## config.mk

```make
export PLATFORM = sky130hd
export DESIGN_NAME = raised_cosine_gain_fade
export DESIGN_NICKNAME = d
export VERILOG_FILES = /design/src/rtl/rcgf_pkg.sv /design/src/rtl/rcgf_datapath.sv /design/src/rtl/rcgf_ctrl.sv /design/src/rtl/raised_cosine_gain_fade.sv
export SDC_FILE = /design/constraint.sdc
export NUM_CORES = 2
export LEC_CHECK = 0
export BUFFER_PORTS_ARGS = -buffer_cell sky130_fd_sc_hd__buf_2
export CORE_ASPECT_RATIO = 1.2
export CORE_MARGIN = 2
export CORE_UTILIZATION = 40
export CTS_CLUSTER_DIAMETER = 80
export CTS_CLUSTER_SIZE = 24
export DETAILED_ROUTE_END_ITERATION = 10
export GPL_TIMING_DRIVEN = 1
export PLACE_DENSITY = 0.59
export SYNTH_ARGS = -nofsm -noshare
export SYNTH_HDL_FRONTEND = slang
export SYNTH_SLANG_ARGS = --single-unit
```

## constraint.sdc

```tcl
create_clock -name i_clk -period 14.8 [get_ports i_clk]
set_input_delay 2.96 -clock i_clk [delete_from_list [all_inputs] [get_ports i_clk]]
set_output_delay 2.96 -clock i_clk [all_outputs]
set_load 0.01 [all_outputs]
```

## src/rtl/rcgf_pkg.sv

```systemverilog
`default_nettype none
package rcgf_pkg;

    localparam int CHANNELS_DEF       = 4;
    localparam int COS_DEPTH_DEF      = 256;
    localparam int GAIN_FRAC_DEF      = 16;
    localparam int GAIN_W             = 20;
    localparam int SAMPLE_W           = 24;
    localparam int TIME_W             = 48;
    localparam int DUR_W              = 24;
    localparam int PHASE_W            = 32;
    localparam int COS_W              = 16;
    localparam logic [GAIN_W-1:0] GAIN_RESET = 20'd65536;
    localparam logic [0:0] REQ_FRAME  = 1'b0;
    localparam logic [0:0] REQ_FADE   = 1'b1;

    // 32-bit turn fraction: pi = 2^31
    localparam longint unsigned PI_HALF_Q30 = 64'd1686629713;

    // Quarter-wave cosine entry, Q1.15, via integer Taylor series.
    function automatic logic [COS_W-1:0] cos_entry(input int unsigned i, input int unsigned depth);
        longint unsigned x;
        longint unsigned x2;
        longint unsigned term;
        longint          sum;
        longint unsigned v;
        x    = (PI_HALF_Q30 * 64'(i)) / 64'(depth);
        x2   = (x * x) >> 30;
        term = 64'd1 << 30;
        sum  = longint'(term);
        for (int k = 1; k <= 7; k++) begin
            term = (term * x2) >> 30;
            term = term / 64'((2 * k - 1) * (2 * k));
            if (k % 2 == 1) begin
                sum = sum - longint'(term);
            end else begin
                sum = sum + longint'(term);
            end
        end
        if (sum < 0) begin
            sum = 0;
        end
        v = (longint'(sum) + (64'd1 << 14)) >> 15;
        if (v > 64'd32768) begin
            v = 64'd32768;
        end
        return COS_W'(v);
    endfunction

    typedef struct packed {
        logic load_in;     // capture frame samples
        logic load_fade;   // latch a fade command
        logic div_start;   // launch phase step division
        logic ramp;        // fade advances on this frame
        logic ang_mul;     // compute angle
        logic gain_upd;    // compute new gain
        logic ch_mul;      // scale one channel
        logic [1:0] ch_sel;
        logic out_load;    // capture result
        logic out_fade;    // result is for a fade command
    } t_cmd;

    typedef struct packed {
        logic div_busy;
        logic may_ramp;    // remaining nonzero and start condition met
    } t_status;

endpackage
`default_nettype wire

```

## src/rtl/rcgf_datapath.sv

```systemverilog
`default_nettype none
module rcgf_datapath
    import rcgf_pkg::*;
#(
    parameter int CHANNELS       = CHANNELS_DEF,
    parameter int COS_TABLE_DEPTH = COS_DEPTH_DEF,
    parameter int GAIN_FRAC_BITS = GAIN_FRAC_DEF
) (
    input  wire logic                       i_clk,
    input  wire logic                       i_rst_n,
    input  wire logic                       i_cfg_we,
    input  wire logic [GAIN_W-1:0]          i_cfg_data,
    input  wire t_cmd                       i_cmd,
    output t_status                         o_status,
    input  wire logic [4*SAMPLE_W-1:0]      i_samples,
    input  wire logic [TIME_W-1:0]          i_session_time,
    input  wire logic                       i_rolling,
    input  wire logic [GAIN_W-1:0]          i_fade_target,
    input  wire logic [DUR_W-1:0]           i_fade_duration,
    input  wire logic [TIME_W-1:0]          i_fade_start_sample,
    input  wire logic                       i_fade_now,
    output logic [4*SAMPLE_W-1:0]           o_outs,
    output logic [GAIN_W-1:0]               o_gain_now,
    output logic                            o_fading
);
    localparam int IDX_W = $clog2(COS_TABLE_DEPTH) + 1;
    localparam int DIV_CNT_W = $clog2(PHASE_W + 1);

    logic [GAIN_W-1:0]   r_cur, r_start, r_end;
    logic [DUR_W-1:0]    r_rem;
    logic [PHASE_W-1:0]  r_step;
    logic [TIME_W-1:0]   r_sched;
    logic                r_now;
    logic [PHASE_W-1:0]  r_angle;
    logic [4*SAMPLE_W-1:0] r_acc;
    logic [4*SAMPLE_W-1:0] r_smp;

    // restoring divider 2^31 / dur, one quotient bit per cycle
    logic [DUR_W:0]      r_drem;
    logic [PHASE_W-1:0]  r_dq;
    logic [DUR_W-1:0]    r_dden;
    logic [DIV_CNT_W-1:0] r_dcnt;
    logic                r_dbusy;

    logic [DUR_W-1:0] dur_fix;
    assign dur_fix = (i_fade_duration == '0) ? DUR_W'(1) : i_fade_duration;

    logic [DUR_W:0] d_shift;
    logic           d_bit;
    assign d_bit   = (r_dcnt == DIV_CNT_W'(PHASE_W)) ? 1'b1 : 1'b0;
    assign d_shift = {r_drem[DUR_W-1:0], d_bit};

    always_ff @(posedge i_clk) begin
        if (!i_rst_n) begin
            r_dbusy <= 1'b0;
            r_dcnt  <= '0;
        end else if (i_cmd.div_start) begin
            r_dbusy <= 1'b1;
            r_dcnt  <= DIV_CNT_W'(PHASE_W);
        end else if (r_dbusy) begin
            r_dcnt <= r_dcnt - 1'b1;
            if (r_dcnt == DIV_CNT_W'(1)) begin
                r_dbusy <= 1'b0;
            end
        end
    end

    // dividend 2^31: bit fed in when count equals 32 (bit index 31)
    always_ff @(posedge i_clk) begin
        if (i_cmd.div_start) begin
            r_drem <= '0;
            r_dq   <= '0;
            r_dden <= dur_fix;
        end else if (r_dbusy) begin
            if (d_shift >= {1'b0, r_dden}) begin
                r_drem <= d_shift - {1'b0, r_dden};
                r_dq   <= {r_dq[PHASE_W-2:0], 1'b1};
            end else begin
                r_drem <= d_shift;
                r_dq   <= {r_dq[PHASE_W-2:0], 1'b0};
            end
            if (r_dcnt == DIV_CNT_W'(1)) begin
                r_step <= (d_shift >= {1'b0, r_dden}) ? {r_dq[PHASE_W-2:0], 1'b1}
                                                      : {r_dq[PHASE_W-2:0], 1'b0};
            end
        end
    end

    assign o_status.div_busy = r_dbusy;
    assign o_status.may_ramp = (r_rem != '0) &&
        (r_now || (i_rolling && (r_sched <= i_session_time)));

    // quarter-wave table, constant contents
    logic [COS_W-1:0] cos_rom [COS_TABLE_DEPTH];
    for (genvar g = 0; g < COS_TABLE_DEPTH; g++) begin : g_cos
        assign cos_rom[g] = cos_entry(g, COS_TABLE_DEPTH);
    end

    // cosine lookup from registered angle
    logic [1:0]        quad;
    logic [IDX_W-1:0]  idx, mir, sel;
    logic [29+IDX_W:0] off_sc;
    logic [COS_W-1:0]  tab;
    logic              neg_c;
    logic [COS_W:0]    weight;   // 32768 + cos, Q1.16
    assign quad   = r_angle[31:30];
    assign off_sc = (30+IDX_W)'(r_angle[29:0]) * (30+IDX_W)'(COS_TABLE_DEPTH)
                    + ((30+IDX_W)'(1) << 29);
    assign idx    = off_sc[29+IDX_W:30];
    assign mir    = IDX_W'(COS_TABLE_DEPTH) - idx;
    assign sel    = quad[0] ? mir : idx;
    assign neg_c  = quad[0] ^ quad[1];
    assign tab    = (sel >= IDX_W'(COS_TABLE_DEPTH)) ? '0 : cos_rom[sel[IDX_W-2:0]];
    assign weight = neg_c ? ((COS_W+1)'(32768) - (COS_W+1)'(tab))
                          : ((COS_W+1)'(32768) + (COS_W+1)'(tab));

    logic              up;
    logic [GAIN_W-1:0] diff;
    logic [GAIN_W+COS_W+1:0] prod;
    logic [GAIN_W-1:0] delta;
    assign up    = r_end >= r_start;
    assign diff  = up ? (r_end - r_start) : (r_start - r_end);
    assign prod  = (GAIN_W+COS_W+2)'(diff) * (GAIN_W+COS_W+2)'(weight)
                   + (GAIN_W+COS_W+2)'(32768);
    assign delta = prod[GAIN_W+15:16];

    // channel scaling, one channel per cycle
    logic signed [SAMPLE_W-1:0] smp;
    logic [SAMPLE_W-1:0] mag;
    logic [SAMPLE_W+GAIN_W:0] sp;
    logic [SAMPLE_W+GAIN_W:0] r;
    logic [SAMPLE_W-1:0] y;
    always_comb begin
        smp = r_smp[i_cmd.ch_sel*SAMPLE_W +: SAMPLE_W];
        mag = smp[SAMPLE_W-1] ? (~smp + 1'b1) : smp;
        sp  = (SAMPLE_W+GAIN_W+1)'(mag) * (SAMPLE_W+GAIN_W+1)'(r_cur)
              + ((SAMPLE_W+GAIN_W+1)'(1) << (GAIN_FRAC_BITS - 1));
        r   = sp >> GAIN_FRAC_BITS;
        if (smp[SAMPLE_W-1]) begin
            y = (r > (SAMPLE_W+GAIN_W+1)'(24'h800000)) ? 24'h800000
                : SAMPLE_W'(~r + 1'b1);
        end else begin
            y = (r > (SAMPLE_W+GAIN_W+1)'(24'h7FFFFF)) ? 24'h7FFFFF : SAMPLE_W'(r);
        end
        if (32'(i_cmd.ch_sel) >= 32'(CHANNELS)) begin
            y = '0;
        end
    end

    always_ff @(posedge i_clk) begin
        if (!i_rst_n) begin
            r_cur   <= GAIN_RESET;
            r_start <= GAIN_RESET;
            r_end   <= GAIN_RESET;
            r_rem   <= '0;
            r_sched <= '0;
            r_now   <= 1'b1;
        end else begin
            if (i_cfg_we) begin
                r_cur <= i_cfg_data;
            end
            if (i_cmd.load_fade) begin
                r_start <= r_cur;
                r_end   <= i_fade_target;
                r_rem   <= dur_fix;
                r_sched <= i_fade_start_sample;
                r_now   <= i_fade_now;
            end
            if (i_cmd.ramp) begin
                r_rem <= r_rem - 1'b1;
            end
            if (i_cmd.gain_upd) begin
                r_cur <= up ? (r_start + delta) : (r_start - delta);
            end
        end
    end

    always_ff @(posedge i_clk) begin
        if (i_cmd.load_in) begin
            r_smp <= i_samples;
        end
        if (i_cmd.ang_mul) begin
            r_angle <= PHASE_W'(PHASE_W'(r_rem) * r_step);
        end
        if (i_cmd.ch_mul) begin
            r_acc[i_cmd.ch_sel*SAMPLE_W +: SAMPLE_W] <= y;
        end
    end

    always_ff @(posedge i_clk) begin
        if (i_cmd.out_load) begin
            o_outs     <= i_cmd.out_fade ? '0 : r_acc;
            o_gain_now <= r_cur;
            o_fading   <= i_cmd.out_fade ? 1'b1 : (r_rem != '0);
        end
    end
endmodule
`default_nettype wire

```

## src/rtl/rcgf_ctrl.sv

```systemverilog
`default_nettype none
module rcgf_ctrl
    import rcgf_pkg::*;
(
    input  wire logic     i_clk,
    input  wire logic     i_rst_n,
    input  wire logic     i_in_valid,
    input  wire logic     i_req_type,
    output logic          o_in_stall,
    output logic          o_out_valid,
    input  wire logic     i_out_stall,
    input  wire t_status  i_status,
    output t_cmd          o_cmd
);
    typedef enum logic [6:0] {
        S_IDLE  = 7'b0000001,
        S_DIV   = 7'b0000010,
        S_ANG   = 7'b0000100,
        S_GAIN  = 7'b0001000,
        S_CH    = 7'b0010000,
        S_OUT   = 7'b0100000,
        S_WAIT  = 7'b1000000
    } t_state;

    t_state     r_state, n_state;
    logic [1:0] r_ch, n_ch;
    logic       r_ovalid, n_ovalid;
    logic       r_fade, n_fade;
    logic       acc_in;

    assign o_in_stall  = (r_state != S_IDLE);
    assign acc_in      = i_in_valid && (r_state == S_IDLE);
    assign o_out_valid = r_ovalid;

    always_comb begin
        n_state  = r_state;
        n_ch     = r_ch;
        n_ovalid = r_ovalid;
        n_fade   = r_fade;
        o_cmd    = '0;
        o_cmd.ch_sel = r_ch;
        if (r_ovalid && !i_out_stall) begin
            n_ovalid = 1'b0;
        end
        unique case (r_state)
            S_IDLE: begin
                if (acc_in) begin
                    o_cmd.load_in = 1'b1;
                    if (i_req_type == REQ_FADE) begin
                        o_cmd.load_fade = 1'b1;
                        o_cmd.div_start = 1'b1;
                        n_fade  = 1'b1;
                        n_state = S_DIV;
                    end else if (i_status.may_ramp) begin
                        o_cmd.ramp    = 1'b1;
                        n_fade  = 1'b0;
                        n_state = S_ANG;
                    end else begin
                        n_fade  = 1'b0;
                        n_ch    = '0;
                        n_state = S_CH;
                    end
                end
            end
            S_DIV: begin
                if (!i_status.div_busy) begin
                    n_state = S_OUT;
                end
            end
            S_ANG: begin
                o_cmd.ang_mul = 1'b1;
                n_state = S_GAIN;
            end
            S_GAIN: begin
                o_cmd.gain_upd = 1'b1;
                n_ch    = '0;
                n_state = S_CH;
            end
            S_CH: begin
                o_cmd.ch_mul = 1'b1;
                n_ch = r_ch + 1'b1;
                if (r_ch == 2'd3) begin
                    n_state = S_OUT;
                end
            end
            S_OUT: begin
                if (!r_ovalid || !i_out_stall) begin
                    o_cmd.out_load = 1'b1;
                    o_cmd.out_fade = r_fade;
                    n_ovalid = 1'b1;
                    n_state  = S_WAIT;
                end
            end
            S_WAIT: begin
                n_state = S_IDLE;
            end
            default: n_state = S_IDLE;
        endcase
    end

    always_ff @(posedge i_clk) begin
        if (!i_rst_n) begin
            r_state  <= S_IDLE;
            r_ch     <= '0;
            r_ovalid <= 1'b0;
            r_fade   <= 1'b0;
        end else begin
            r_state  <= n_state;
            r_ch     <= n_ch;
            r_ovalid <= n_ovalid;
            r_fade   <= n_fade;
        end
    end
endmodule
`default_nettype wire

```

## src/rtl/raised_cosine_gain_fade.sv

```systemverilog
`default_nettype none
// Four-channel gain stage with a scheduled raised-cosine fade. One transaction
// in, one out; the samples of a frame are captured when it is accepted. The
// result of a frame is loaded after the one shared multiplier has scaled each
// channel in turn; while a fade ramps, angle multiply and gain update come
// first. After a fade command the result is loaded once the bit-serial divider
// has computed the phase step. The input stays stalled from acceptance through
// a wait state after the result is loaded. A result not yet taken holds the
// next one in its last step. The result sits in an output register until
// taken. i_cfg_we loads the current gain; write it only while idle.
module raised_cosine_gain_fade
    import rcgf_pkg::*;
#(
    parameter int CHANNELS        = CHANNELS_DEF,
    parameter int COS_TABLE_DEPTH = COS_DEPTH_DEF,
    parameter int GAIN_FRAC_BITS  = GAIN_FRAC_DEF
) (
    input  wire logic                       i_clk,
    input  wire logic                       i_rst_n,
    input  wire logic                       i_cfg_we,
    input  wire logic [GAIN_W-1:0]          i_cfg_data,
    input  wire logic                       i_valid,
    output logic                            o_stall,
    input  wire logic                       i_req_type,
    input  wire logic signed [SAMPLE_W-1:0] i_sample_0,
    input  wire logic signed [SAMPLE_W-1:0] i_sample_1,
    input  wire logic signed [SAMPLE_W-1:0] i_sample_2,
    input  wire logic signed [SAMPLE_W-1:0] i_sample_3,
    input  wire logic [TIME_W-1:0]          i_session_time,
    input  wire logic                       i_rolling,
    input  wire logic [GAIN_W-1:0]          i_fade_target,
    input  wire logic [DUR_W-1:0]           i_fade_duration,
    input  wire logic [TIME_W-1:0]          i_fade_start_sample,
    input  wire logic                       i_fade_now,
    output logic                            o_valid,
    input  wire logic                       i_stall,
    output logic signed [SAMPLE_W-1:0]      o_out_0,
    output logic signed [SAMPLE_W-1:0]      o_out_1,
    output logic signed [SAMPLE_W-1:0]      o_out_2,
    output logic signed [SAMPLE_W-1:0]      o_out_3,
    output logic [GAIN_W-1:0]               o_gain_now,
    output logic                            o_fading
);
    t_cmd    cmd;
    t_status status;
    logic [4*SAMPLE_W-1:0] outs;

    rcgf_ctrl u_ctrl (
        .i_clk       (i_clk),
        .i_rst_n     (i_rst_n),
        .i_in_valid  (i_valid),
        .i_req_type  (i_req_type),
        .o_in_stall  (o_stall),
        .o_out_valid (o_valid),
        .i_out_stall (i_stall),
        .i_status    (status),
        .o_cmd       (cmd)
    );

    rcgf_datapath #(
        .CHANNELS        (CHANNELS),
        .COS_TABLE_DEPTH (COS_TABLE_DEPTH),
        .GAIN_FRAC_BITS  (GAIN_FRAC_BITS)
    ) u_dp (
        .i_clk               (i_clk),
        .i_rst_n             (i_rst_n),
        .i_cfg_we            (i_cfg_we),
        .i_cfg_data          (i_cfg_data),
        .i_cmd               (cmd),
        .o_status            (status),
        .i_samples           ({i_sample_3, i_sample_2, i_sample_1, i_sample_0}),
        .i_session_time      (i_session_time),
        .i_rolling           (i_rolling),
        .i_fade_target       (i_fade_target),
        .i_fade_duration     (i_fade_duration),
        .i_fade_start_sample (i_fade_start_sample),
        .i_fade_now          (i_fade_now),
        .o_outs              (outs),
        .o_gain_now          (o_gain_now),
        .o_fading            (o_fading)
    );

    assign o_out_0 = outs[0*SAMPLE_W +: SAMPLE_W];
    assign o_out_1 = outs[1*SAMPLE_W +: SAMPLE_W];
    assign o_out_2 = outs[2*SAMPLE_W +: SAMPLE_W];
    assign o_out_3 = outs[3*SAMPLE_W +: SAMPLE_W];
endmodule
`default_nettype wire

```

==> flow_metrics.tcl <==
set metrics [dict create \
    clk_latency_ns 0.67 \
    worst_setup_path_start_kind "register" \
    synthAdderAreaFrac_pct 36.9 \
    slew_headroom_pct 16.6 \
    drv_slew 0 \
    r2r_slack_ns 0.57 \
    use_met1_pct 34.8 \
    synth_xor_area_share_pct 2.80 \
    period_minus_slack_ns 14.23 \
    cts.sinks 582 \
    status "complete, no violations" \
    synth_top_family_by_area "adder cells" \
    grt_use_met2_pct 47.2 \
    syn_inst 8442 \
    layout.nets 10600 \
    numCtsBuffers 40 \
    timing.rr.end "u_dp.r_cur[18]" \
    gp_congestion 1.01 \
    fmax_mhz 70.3 \
    fin_ws_ns 0.567 \
    dieHeight_um 481 \
    die_x_um 401 \
    fill_cells 18700 \
    drt_wl_total_mm 272 \
    yosysWarningCount 0 \
    synth_flop_cell "edfxtp_1" \
    holdWs_ns 0.440 \
    cts_root_buffer "clkbuf_16" \
    final.setup.tns_ns 0 \
    cts_buffer_depth 3 \
    numPortBuffers 382 \
    drv_cap 0 \
    syn_area_mm2 0.0758 \
    cp_max_fo 53 \
    io_pins 383 \
    die_area_mm2 0.193 \
    drcViolationCount 0 \
    grt_overflow 0 \
    worst_slew_pin_slew_ns 1.25 \
    areaGrowthSynthToFinish_pct 9.95 \
    max_stage_delay_ns 0.60 \
    cp-end-kind "register" \
    arrival_ns 14.79 \
    viasPerCell 5.61 \
    cts-hold-fix-buffers 0 \
    postSynthAreaPerCell_um2 8.97 \
    synthDistinctLibCells 111 \
    start_util_pct 40.1 \
    dp_slack_ns 0.281 \
    cts_max_level 2 \
    grt_pass1_wl_mm 409 \
    dp_hpwl_mm 213 \
    grt_util_met3_pct 4.32 \
    first_pass_iters 8 \
    syn-num-nets 10300 \
    r2r-start "u_dp.r_angle[22]" \
    core_mm2 0.189 \
    path_clk_slew_ns 0.09 \
    synth_compound_area_share_pct 11.7 \
    synth_mux_area_share_pct 2.22 \
    grt_pass1_vias 65100 \
    path_class "register to register" \
    finClkSkew_ns 0.0389 \
    dp.cells 11100 \
    grt_setup_unrepaired "yes" \
    cp.required_ns 15.35 \
    synth-seq-cells 582 \
    synth-simple-area-share_pct 16.9 \
    hold_start "u_dp.r_dq[30]" \
    synth_edf_count 376 \
    period_share_pct 96.2 \
    finalHoldViolCount 0 \
    synthTopCellsByArea "fa_1 (28%), edfxtp_1 (15%), ha_1 (9.0%)" \
    ys_seq_area_share_pct 20.3 \
    rows 175 \
    netlist.top_cell.by_area "fa_1" \
    startpoint "u_dp.r_angle[22]" \
    top_usage_layer "met2" \
    antenna_found_initial 22 \
    setup_viol 0 \
    grt_max_degree 118 \
    vias 63000 \
    crit_top_cell "fa_1" \
    rr_worst_depth 57 \
    finalNonFillerCells 11200 \
    drive_gt1_share_pct 11.0 \
    synth_top_area_share_pct 27.8 \
    critPathSlowestCell "o311ai_0" \
    min_path_type "register to register" \
    setup.worst_path.end "u_dp.r_cur[18]" \
    antenna_left 0 \
    first_iter_violations 4773 \
    grtUsageTotal_pct 27.9 \
    wire_per_inst_um 24.2 \
    cts_tree "built" \
    postSynth.asyncResetShare_pct 0 \
]
## worst max-delay path, delay by kind of cell (launching register included)
kind	cells	cell delay (ns)
compound gates	27	5.53
fa+ha+maj	11	4.91
buf+inv	11	1.91
simple gates	6	0.74
xor+xnor	2	0.54
flops	1	0.41
## stage by stage
stage / area, um^2 / util (%)
6_report: 83300 / 44.1
4_1_cts: 83100 / 44.0
3_5_place_dp: 81700 / 43.2
2_1_floorplan: 75800 / -
5_1_grt: 83300 / 44.1
3_3_place_gp: 81700 / 43.2
## registers in the layout, indices dropped and copies added (netlist names), 31 cells and up
register	flops
u_dp.o_outs	96
u_dp.r_acc	96
u_dp.r_dq	31
u_dp.r_sched	48
u_dp.r_smp	96
u_dp.r_step	32
## worst min-delay path by stage
| stage | endpoint | slack, ns | cells after the start |
|---|---|---|---|
| 2_1_floorplan | u_dp.o_gain_now[13] | 0.41 | 0 |
| 3_3_place_gp | u_dp.r_step[31] | 0.42 | 0 |
| 3_5_place_dp | u_dp.r_step[31] | 0.42 | 0 |
| 4_1_cts | u_dp.r_step[31] | 0.44 | 0 |
| 5_1_grt | u_dp.r_step[31] | 0.46 | 0 |
| 6_report | u_dp.r_step[31] | 0.44 | 0 |
## cell type report
| cell class | instances | area (um^2) | share of cell area, % |
|---|---|---|---|
| Antenna cell | 11 | 27.5 | 0.0330 |
| Multi-Input combinational cell | 6021 | 53700 | 64.4 |
| Clock inverter | 25 | 390 | 0.469 |
| Tap cell | 2478 | 3100 | 3.72 |
| Inverter | 1330 | 5010 | 6.01 |
| Sequential cell | 582 | 15400 | 18.5 |
| Clock buffer | 43 | 1010 | 1.22 |
| Timing Repair Buffer | 731 | 4690 | 5.63 |
## metal layers
metal	up-vias	part of all wire, %
met1	32100	40
met3	673	6.5
met4	11	5.9
li1	27900	-
met5	-	0.032
met2	2295	48
## cell usage after synthesis, types with 36 or more instances
cell,count
and3_1,36
a21oi_1,398
nor2b_1,59
a31oi_1,79
xnor2_1,152
or3_1,40
inv_1,1326
and2_1,479
nand2_1,1154
nand4_1,54
xor2_1,76
dfxtp_1,206
ha_1,546
nor2_1,497
o211ai_1,57
clkbuf_1,426
nor3_1,102
o21ai_0,221
a211oi_1,62
nand3_1,96
nand2b_1,80
fa_1,1054
a21o_1,104
mux2i_1,92
edfxtp_1,376
o22ai_1,37
## kinds of logic after synthesis
kind of cell             after synthesis
AO/OA/AOI/OAI                       1337
flip-flops                           582
buffers and inverters               1839
XOR/XNOR                             235
adder cells (fa/ha/maj)             1600
multiplexers                         135
AND/OR/NAND/NOR                     2714
## repair_timing
action	in CTS	in global routing
endpoints found under the setup margin	0	11
setup buffers	0	6
gates resized for setup	0	26
## cells in the final DEF (no fill, tap or decap), types with 23 or more instances in the layout
cell,Yosys,routed
o21ai_0,221,220
nor4_1,29,27
or3_1,40,40
xor2_1,76,74
a211oi_1,62,61
nor3_1,102,100
nor2b_1,59,59
fa_1,1054,1054
mux4_2,24,24
o221ai_1,25,25
clkbuf_16,0,41
nor2_1,497,494
buf_2,34,382
dfxtp_1,206,202
edfxtp_1,376,376
o21a_1,27,27
o21bai_1,28,28
buf_4,12,336
and2_1,479,478
or2_2,23,23
xnor2_1,152,137
ha_1,546,546
and3_1,36,35
nand3_1,96,95
nand2b_1,80,80
nand4_1,54,54
inv_1,1326,1324
a31oi_1,79,78
mux2i_1,92,92
o22ai_1,37,37
a21oi_1,398,396
a21o_1,104,104
o211ai_1,57,57
nand2_1,1154,1149
Power is left out: the tool's default activity adds up to more than one toggle a clock period on the data nets, which glitch-free logic cannot reach.
